--- src/design/pcd_pkg.sv ---
package pcd_pkg;

    localparam int CODE_BITS = 7;
    localparam int BYTE_W    = 8;
    localparam int COMP_W    = 8;
    localparam int IDX_W     = 7;
    localparam int CB_DEPTH  = 1 << IDX_W;
    localparam int BUF_W     = CODE_BITS - 1 + BYTE_W;
    localparam int HELD_W    = $clog2(BUF_W + 1);

    localparam logic [BUF_W-1:0] CODE_MASK = BUF_W'((1 << CODE_BITS) - 1);

    typedef enum logic {
        OP_WRITE = 1'b0,
        OP_BYTE  = 1'b1
    } op_t;

    typedef struct packed {
        logic [COMP_W-1:0] comp2;
        logic [COMP_W-1:0] comp1;
        logic [COMP_W-1:0] comp0;
    } entry_t;

    typedef struct packed {
        logic             en;
        logic [IDX_W-1:0] idx;
        entry_t           data;
    } cb_wr_t;

    typedef struct packed {
        logic             valid;
        logic [IDX_W-1:0] idx;
        logic             last;
    } rd_req_t;

endpackage

--- src/design/pcd_codebook.sv ---
module pcd_codebook (
    input  logic             aclk,
    input  pcd_pkg::cb_wr_t  cb_wr,
    input  pcd_pkg::rd_req_t rd_req,
    output pcd_pkg::entry_t  rd_data
);
    import pcd_pkg::*;

    entry_t mem [CB_DEPTH];
    entry_t rd_data_reg;

    always_ff @(posedge aclk) begin
        if (cb_wr.en) begin
            mem[cb_wr.idx] <= cb_wr.data;
        end
        if (rd_req.valid) begin
            rd_data_reg <= mem[rd_req.idx];
        end
    end

    assign rd_data = rd_data_reg;

endmodule

--- src/design/pcd_unpacker.sv ---
module pcd_unpacker (
    input  logic                         aclk,
    input  logic                         aresetn,
    input  logic                         s_valid,
    output logic                         s_ready,
    input  logic                         s_op,
    input  logic [pcd_pkg::BYTE_W-1:0]   s_code_byte,
    input  logic [pcd_pkg::IDX_W-1:0]    s_entry_index,
    input  logic [pcd_pkg::COMP_W-1:0]   s_entry_comp0,
    input  logic [pcd_pkg::COMP_W-1:0]   s_entry_comp1,
    input  logic [pcd_pkg::COMP_W-1:0]   s_entry_comp2,
    input  logic                         issue_ok,
    output pcd_pkg::rd_req_t             rd_req,
    output pcd_pkg::cb_wr_t              cb_wr
);
    import pcd_pkg::*;

    logic [BUF_W-1:0]  buf_reg, buf_next;
    logic [HELD_W-1:0] held_reg, held_next;

    logic              extracting;
    logic              fire;
    logic              last_code;
    logic              accept;
    logic [HELD_W-1:0] rem;
    logic [BUF_W-1:0]  low_mask;
    logic [BUF_W-1:0]  base_buf;
    logic [HELD_W-1:0] base_held;
    logic [BUF_W-1:0]  shifted;

    assign extracting = held_reg >= HELD_W'(CODE_BITS);
    assign rem        = held_reg - HELD_W'(CODE_BITS);
    assign last_code  = rem < HELD_W'(CODE_BITS);
    assign fire       = extracting && issue_ok;
    assign s_ready    = !extracting || (fire && last_code);
    assign accept     = s_valid && s_ready;
    assign low_mask   = ~({BUF_W{1'b1}} << rem);
    assign shifted    = buf_reg >> rem;

    always_comb begin
        base_buf  = fire ? (buf_reg & low_mask) : buf_reg;
        base_held = fire ? rem : held_reg;
        buf_next  = base_buf;
        held_next = base_held;
        if (accept && s_op == OP_BYTE) begin
            buf_next  = (base_buf << BYTE_W) | BUF_W'(s_code_byte);
            held_next = base_held + HELD_W'(BYTE_W);
        end
    end

    always_ff @(posedge aclk) begin
        if (!aresetn) begin
            buf_reg  <= '0;
            held_reg <= '0;
        end else begin
            buf_reg  <= buf_next;
            held_reg <= held_next;
        end
    end

    assign rd_req.valid = fire;
    assign rd_req.idx   = IDX_W'(shifted & CODE_MASK);
    assign rd_req.last  = last_code;

    assign cb_wr.en         = accept && s_op == OP_WRITE;
    assign cb_wr.idx        = s_entry_index;
    assign cb_wr.data.comp0 = s_entry_comp0;
    assign cb_wr.data.comp1 = s_entry_comp1;
    assign cb_wr.data.comp2 = s_entry_comp2;

endmodule

--- src/design/pcd_out_stage.sv ---
module pcd_out_stage (
    input  logic                        aclk,
    input  logic                        aresetn,
    input  pcd_pkg::rd_req_t            rd_req,
    input  pcd_pkg::entry_t             rd_data,
    output logic                        issue_ok,
    output logic                        m_valid,
    input  logic                        m_ready,
    output logic [pcd_pkg::COMP_W-1:0]  m_pixel_comp0,
    output logic [pcd_pkg::COMP_W-1:0]  m_pixel_comp1,
    output logic [pcd_pkg::COMP_W-1:0]  m_pixel_comp2,
    output logic [pcd_pkg::IDX_W-1:0]   m_code_index,
    output logic                        m_last_of_run
);
    import pcd_pkg::*;

    logic             p1_valid_reg;
    logic [IDX_W-1:0] p1_idx_reg;
    logic             p1_last_reg;
    logic             m_valid_reg;
    entry_t           m_entry_reg;
    logic [IDX_W-1:0] m_idx_reg;
    logic             m_last_reg;
    logic             p1_move;

    assign p1_move  = p1_valid_reg && (!m_valid_reg || m_ready);
    assign issue_ok = !p1_valid_reg || p1_move;

    always_ff @(posedge aclk) begin
        if (!aresetn) begin
            p1_valid_reg <= 1'b0;
            m_valid_reg  <= 1'b0;
        end else begin
            if (rd_req.valid) begin
                p1_valid_reg <= 1'b1;
            end else if (p1_move) begin
                p1_valid_reg <= 1'b0;
            end
            if (p1_move) begin
                m_valid_reg <= 1'b1;
            end else if (m_ready) begin
                m_valid_reg <= 1'b0;
            end
        end
    end

    always_ff @(posedge aclk) begin
        if (rd_req.valid) begin
            p1_idx_reg  <= rd_req.idx;
            p1_last_reg <= rd_req.last;
        end
        if (p1_move) begin
            m_entry_reg <= rd_data;
            m_idx_reg   <= p1_idx_reg;
            m_last_reg  <= p1_last_reg;
        end
    end

    assign m_valid       = m_valid_reg;
    assign m_pixel_comp0 = m_entry_reg.comp0;
    assign m_pixel_comp1 = m_entry_reg.comp1;
    assign m_pixel_comp2 = m_entry_reg.comp2;
    assign m_code_index  = m_idx_reg;
    assign m_last_of_run = m_last_reg;

endmodule

--- src/design/packed_code_codebook_decoder.sv ---
// Channel   Handshake           Payload
// s_        s_valid / s_ready   s_op, s_code_byte, s_entry_index, s_entry_comp0..2
// m_        m_valid / m_ready   m_pixel_comp0..2, m_code_index, m_last_of_run
//
// One code is extracted per cycle while enough bits are held and the output is not stalled.
// Bytes and writes wait while codes remain; s_ready rises as the last one is extracted.
// After extraction, a result is registered by the memory read and then the output register.
// Reset clears the bit buffer and the valid flags; the codebook is not cleared.
// A stall on m_ready backs up through the read stage and holds extraction.
module packed_code_codebook_decoder (
    input  logic                        aclk,
    input  logic                        aresetn,
    input  logic                        s_valid,
    output logic                        s_ready,
    input  logic                        s_op,
    input  logic [pcd_pkg::BYTE_W-1:0]  s_code_byte,
    input  logic [pcd_pkg::IDX_W-1:0]   s_entry_index,
    input  logic [pcd_pkg::COMP_W-1:0]  s_entry_comp0,
    input  logic [pcd_pkg::COMP_W-1:0]  s_entry_comp1,
    input  logic [pcd_pkg::COMP_W-1:0]  s_entry_comp2,
    output logic                        m_valid,
    input  logic                        m_ready,
    output logic [pcd_pkg::COMP_W-1:0]  m_pixel_comp0,
    output logic [pcd_pkg::COMP_W-1:0]  m_pixel_comp1,
    output logic [pcd_pkg::COMP_W-1:0]  m_pixel_comp2,
    output logic [pcd_pkg::IDX_W-1:0]   m_code_index,
    output logic                        m_last_of_run
);
    import pcd_pkg::*;

    rd_req_t rd_req;
    cb_wr_t  cb_wr;
    entry_t  rd_data;
    logic    issue_ok;

    pcd_unpacker u_unpacker (
        .aclk          (aclk),
        .aresetn       (aresetn),
        .s_valid       (s_valid),
        .s_ready       (s_ready),
        .s_op          (s_op),
        .s_code_byte   (s_code_byte),
        .s_entry_index (s_entry_index),
        .s_entry_comp0 (s_entry_comp0),
        .s_entry_comp1 (s_entry_comp1),
        .s_entry_comp2 (s_entry_comp2),
        .issue_ok      (issue_ok),
        .rd_req        (rd_req),
        .cb_wr         (cb_wr)
    );

    pcd_codebook u_codebook (
        .aclk    (aclk),
        .cb_wr   (cb_wr),
        .rd_req  (rd_req),
        .rd_data (rd_data)
    );

    pcd_out_stage u_out_stage (
        .aclk          (aclk),
        .aresetn       (aresetn),
        .rd_req        (rd_req),
        .rd_data       (rd_data),
        .issue_ok      (issue_ok),
        .m_valid       (m_valid),
        .m_ready       (m_ready),
        .m_pixel_comp0 (m_pixel_comp0),
        .m_pixel_comp1 (m_pixel_comp1),
        .m_pixel_comp2 (m_pixel_comp2),
        .m_code_index  (m_code_index),
        .m_last_of_run (m_last_of_run)
    );

endmodule
--- config.mk ---
export PLATFORM = sky130hd
export DESIGN_NAME = packed_code_codebook_decoder
export DESIGN_NICKNAME = d
export VERILOG_FILES = /design/src/design/pcd_pkg.sv /design/src/design/pcd_codebook.sv /design/src/design/pcd_unpacker.sv /design/src/design/pcd_out_stage.sv /design/src/design/packed_code_codebook_decoder.sv
export SDC_FILE = /design/constraint.sdc
export NUM_CORES = 2
export LEC_CHECK = 0
export BUFFER_PORTS_ARGS = -buffer_cell sky130_fd_sc_hd__buf_2
export CAP_MARGIN = 20
export CORE_MARGIN = 2
export CORE_UTILIZATION = 45
export CTS_CLUSTER_DIAMETER = 120
export DETAILED_ROUTE_END_ITERATION = 16
export SYNTH_ARGS = -nofsm -noshare
export SYNTH_HDL_FRONTEND = slang
export SYNTH_SLANG_ARGS = --single-unit
--- constraint.sdc ---
create_clock -name aclk -period 11 [get_ports aclk]
set_input_delay 0.55 -clock aclk [delete_from_list [all_inputs] [get_ports aclk]]
set_output_delay 0.55 -clock aclk [all_outputs]
set_load 0.005 [all_outputs]
; Word-level counts from Yosys, hierarchy flattened
; Memory sizes are Yosys's and may differ from the RTL's. A register that Yosys moved wholly into a read port is not among the register bits.
; Index checks and enable logic that the tools add are counted.
; Widths: inputs -> output; s select.
[totals]
regBits = 60
mem_bits_rw = 3072
input_bits = 44
out_inout_bits = 34
word_cells = 48
mem_count = 1
[classes]
n_addsub = 2
magnitude_cmp = 2
shift = 2
muxes = 10
bitwise_logic = 4
reduce_logical = 15
[memory_table]
columns = name, words, word_bits, read_ports, rd_clocked_by_memory_dff, wr, line_no
row1 = u_codebook.mem, 128, 24, 1, 1, 1, pcd_codebook.sv:9  ; entry_t mem [CB_DEPTH];
[op_table]
columns = operator, n
row1 = $mux 14, 2
row2 = $and 14x14->14, 1
row3 = $not 14->14, 1
row4 = $or 14x8->14, 1
row5 = $shl 14x4->14 const A, 1
row6 = $shr 14x4->7, 1
row7 = $mux 4, 2
row8 = $logic_and 1x1->1, 6
row9 = $mux 1, 6
row10 = $reduce_bool 2->1, 3
row11 = $add 4x4->4 const B, 1
row12 = $ge 4x3->1 const B, 1
row13 = $lt 4x3->1 const B, 1
row14 = $sub 4x3->4 const B, 1
row15 = $logic_not 1->1, 3
row16 = $logic_or 1x1->1, 3
row17 = $not 1->1, 1

; Logic depth before layout (Yosys ltp)
[depth]
word_depth = 11
ltp_mapped = 19
ltp_nobuf = 12

; Cells and area by module
; Synthesis repeated with hierarchy kept, for this count alone.
[hier_totals]
hier_cells = 4796
area_unflattened_um2 = 120668.2
[by_module_without_submodules]
columns = mod, instances, cells_per_inst, area_each_um2, seq_area_each_um2
row1 = pcd_codebook, 1, 4538, 117621.6, 92969.2
row2 = pcd_unpacker, 1, 210, 1764.2, 360.3
row3 = pcd_out_stage, 1, 48, 1282.5, 1241.2

; Least setup slack after synthesis
; OpenSTA, ideal clock, no wires.
[synth_timing]
kind = reg2reg
from = register u_unpacker.held_reg[1]
to = memory u_codebook.mem[127][0] in the netlist's numbering, enable pin
setup_time_ps = 405
arrival_time_ps = 3760
required_time_ps = 10595
slack_ps = 6835
path_stages_with_launch = 13
n_path_buf = 2
synth_period_minus_slack_ps = 4165
cell_sequence = dfxtp_1 -> ha_1 -> inv_1 -> ha_1 -> buf_1 -> inv_1 -> a21oi_1 -> a21o_1 -> nand2_1 -> nor3b_1 -> nand3_1 -> clkbuf_1 -> nor2_1
[synth_lines]
columns = item, line_no
row1 = from (decl), pcd_unpacker.sv:19  ; logic [HELD_W-1:0] held_reg, held_next;
row2 = from (signal assigned), pcd_unpacker.sv:57  ; held_reg <= held_next;
row3 = to (decl), pcd_codebook.sv:9

; Worst setup path after layout
[layout_timing]
from = register u_unpacker.held_reg[0]
to = register u_codebook.rd_data[5] (netlist name)
[layout_via]
elab_chain_len = 2
elab_cells_between_ends = 4
cone_classes = add/sub: 1 / order compare: 1 / shift: 1 / reduce/logical: 1
[layout_rtl]
columns = item, line_no
row1 = $sub 4x3->4, pcd_unpacker.sv:32  ; assign rem = held_reg - HELD_W'(CODE_BITS);
row2 = via u_unpacker.rem[0], pcd_unpacker.sv:25  ; logic [HELD_W-1:0] rem;
row3 = $shr 14x4->7, pcd_unpacker.sv:38  ; assign shifted = buf_reg >> rem;
; The timed path passes the listed nets, and every way through them passes these cells.
; A chain may end at the register's enable or synchronous reset.

==> results.cfg <==
[yosys]
synth_warnings = 0
syn-cell-area_um2 = 126000
synthTopCellsByCount = edfxtp_1 (3,136), nand2_1 (888), a211oi_1 (612)
synthFlopType = edfxtp_1
yosysSeqAreaShare = 0.748
syn-instance-count = 8094
synth_edf_count = 3136
synth_top_area_frac = 0.745
yosysMostFrequentCell = edfxtp_1
avgSynthCellArea_um2 = 15.6
synthDistinctLibCells = 66
async_flop_share = 0
ys_ff_latch = 3156
synth_largest_area_cell = edfxtp_1
syn_nets = 8143
yosys-top-cells-area = edfxtp_1 (74%), a211oi_1 (3.6%), mux2i_1 (3.6%)

[finish]
fin_cells = 12112
drive_gt1_frac = 0.134
area_growth_pct = 12.2
multi_input_area_um2 = 28300
post-route-util = 0.508
nets = 8195
largest_reg_flops = 3072
fill_cells = 22791
regArea_um2 = 94600

[setup_path]
required_ns = 11.61
regToRegEndpoint = u_codebook.rd_data[5]
reg2reg_depth = 15
arrival_ns = 8.01
r2r_setup_slack_ns = 3.60
start_kind = flop
r2r-start = u_unpacker.held_reg[0]
crit_end = u_codebook.rd_data[5]
cp-end-kind = flop
cp_max_fo = 32
setup.worst_path.start = u_unpacker.held_reg[0]
criticalPathCategory = reg2reg

[place]
dp_hpwl_um = 202000
port_buffers = 77
dp.cells = 11530
gp_congestion = 0.853

[clock_network]
postCtsSetupBuffers = 0
clock_latency_ns = 0.90
clock_path_buffers = 4
htreeDepth = 5
clock_sinks = 3156
numCtsBuffers = 326
cts_tree = built
root_buffer = clkbuf_16
path_clk_slew_ns = 0.06

[drt]
num_vias = 75235
routedWlPerCell_um = 30.4
vias_per_cell = 6.21
firstDrtPassIters = 6
drc = 0
routed_wirelength_um = 368000
ant_nets = 0
drtIter0Drc = 9258

[floorplan]
fp.dieW_um = 534
core_area_um2 = 279000
start_util = 0.453
dieArea_um2 = 285000
ioPinCount = 78
rows = 194
die_h_um = 534

[global_route]
first_global_vias = 72428
grt_pass1_wl_um = 525000
grt-ovfl-total = 0
grt_max_degree = 190
antenna_found_initial = 18
grt_use_total = 0.252

[power]
p_leak_nw = 45.4
powerDensity_nw_per_um2 = 180
peakVddDrop_uv = 134

[sta]
grt_setup_unrepaired = false
min_period_ns = 7.40
relSlewSlack = 0.179
hold_viol = 0
max_freq_mhz = 135
finClkSkew_ns = 0.0566
timing.final.max_slew_violations = 0
setup_violations = 0
fin_crit_sh = 0.673
tns_ns = 0
worst_pin_slew_ns = 1.23

[hold_path]
hold_class = in2reg

[run]
drv_cap = 0

[outcome]
status = completed
## cell families after synthesis
kind of cell	Yosys count	synth area share
AO/OA/AOI/OAI	1697	0.0967
XOR/XNOR	3	0.000267
adder cells (fa/ha/maj)	5	0.000495
buffers and inverters	1036	0.0333
flip-flops	3156	0.748
multiplexers	660	0.0675
AND/OR/NAND/NOR	1537	0.0539
## report_power, final
part,switching [mW],leakage (nW),internal [mW],total (mW)
registers,0.0313,28.4,13.3,13.3
logic,1.23,12.1,0.432,1.66
clock network,4.51,4.90,6.09,10.6
total,5.77,45.4,19.8,25.6
## worst min-delay path by stage
| stage | start | endpoint | slack (ns) | cells past startpoint |
|---|---|---|---|---|
| global placement | u_out_stage.p1_last_reg | u_out_stage.m_last_of_run | 0.41 | 0 |
| floorplan | u_out_stage.p1_idx_reg[0] | u_out_stage.m_code_index[0] | 0.40 | 0 |
| detailed placement | u_out_stage.p1_last_reg | u_out_stage.m_last_of_run | 0.40 | 0 |
| CTS | m_ready | u_out_stage.m_valid | 0.04 | 4 |
| global route | s_entry_comp2[6] | u_codebook.mem[80][22] | 0.09 | 1 |
| finish | m_ready | u_out_stage.m_valid | 0.09 | 4 |
## critical path, stage by stage, from the launching register on
cell and delay (ns):
dfxtp_1 0.70, inv_2 0.24, ha_1 0.88, mux2_2 0.44
mux2_2 0.28, a211oi_1 0.70, a21o_1 0.21, buf_4 0.25
inv_2 0.27, nand2_2 0.72, buf_4 0.49, a311oi_1 0.11
nor4_2 0.93, a2111oi_0 0.19, buf_1 0.20, or4_1 0.50
## area by class of cell
class	count	area share
tap	3724	0.0328
inverter	425	0.0115
clock inverter	164	0.00980
clock buffer	402	0.0609
timing repair buffer	335	0.0186
sequential	3156	0.667
antenna	4	0.0000706
multi-input combinational	3902	0.200
## layer usage
layer  wire (um)  global-route usage
met1      149000               0.351
met2      170000               0.390
met3       32200              0.0461
met4       16500               0.108
met5          19                   0
## placed cells by master, fill, tap and decap left out, types with 20 or more instances in the layout
cell,instances
a2111oi_0,23
a211o_1,44
a211oi_1,611
a21oi_1,27
a221oi_1,82
a311oi_1,139
a31oi_1,350
a32o_1,22
and2_1,82
and3_1,24
buf_2,57
buf_4,246
bufinv_16,23
clkbuf_1,67
clkbuf_16,335
clkinv_1,86
clkinv_2,41
dfxtp_1,20
edfxtp_1,3136
inv_1,419
mux2_2,54
mux2i_1,456
mux4_2,148
nand2_1,880
nand3_1,245
nand4b_1,44
nor2_2,114
nor4_1,67
o2111ai_1,44
o211ai_1,56
o21ai_0,169
o21bai_1,23
o22ai_1,73
## metrics by stage
step | hold slack [ns] | instance area [um^2] | power, mW | worst slack, ns
6_report | 0.0873 | 142000 | 25.6 | 3.60
5_1_grt | 0.0903 | 142000 | 26.2 | 3.31
4_1_cts | 0.0411 | 142000 | 25.7 | 3.59
3_5_place_dp | 0.405 | 132000 | 15.2 | 3.59
3_3_place_gp | 0.407 | 132000 | 15.2 | 3.20
2_1_floorplan | 0.400 | 126000 | 14.4 | 6.84
## what timing repair did
item                                    CTS  global route
hold buffers                              8             0
resized for setup                         0             0
endpoints found under the hold margin     8             0
endpoints found under the setup margin    0             0
Power figures use the tool's default switching activity.
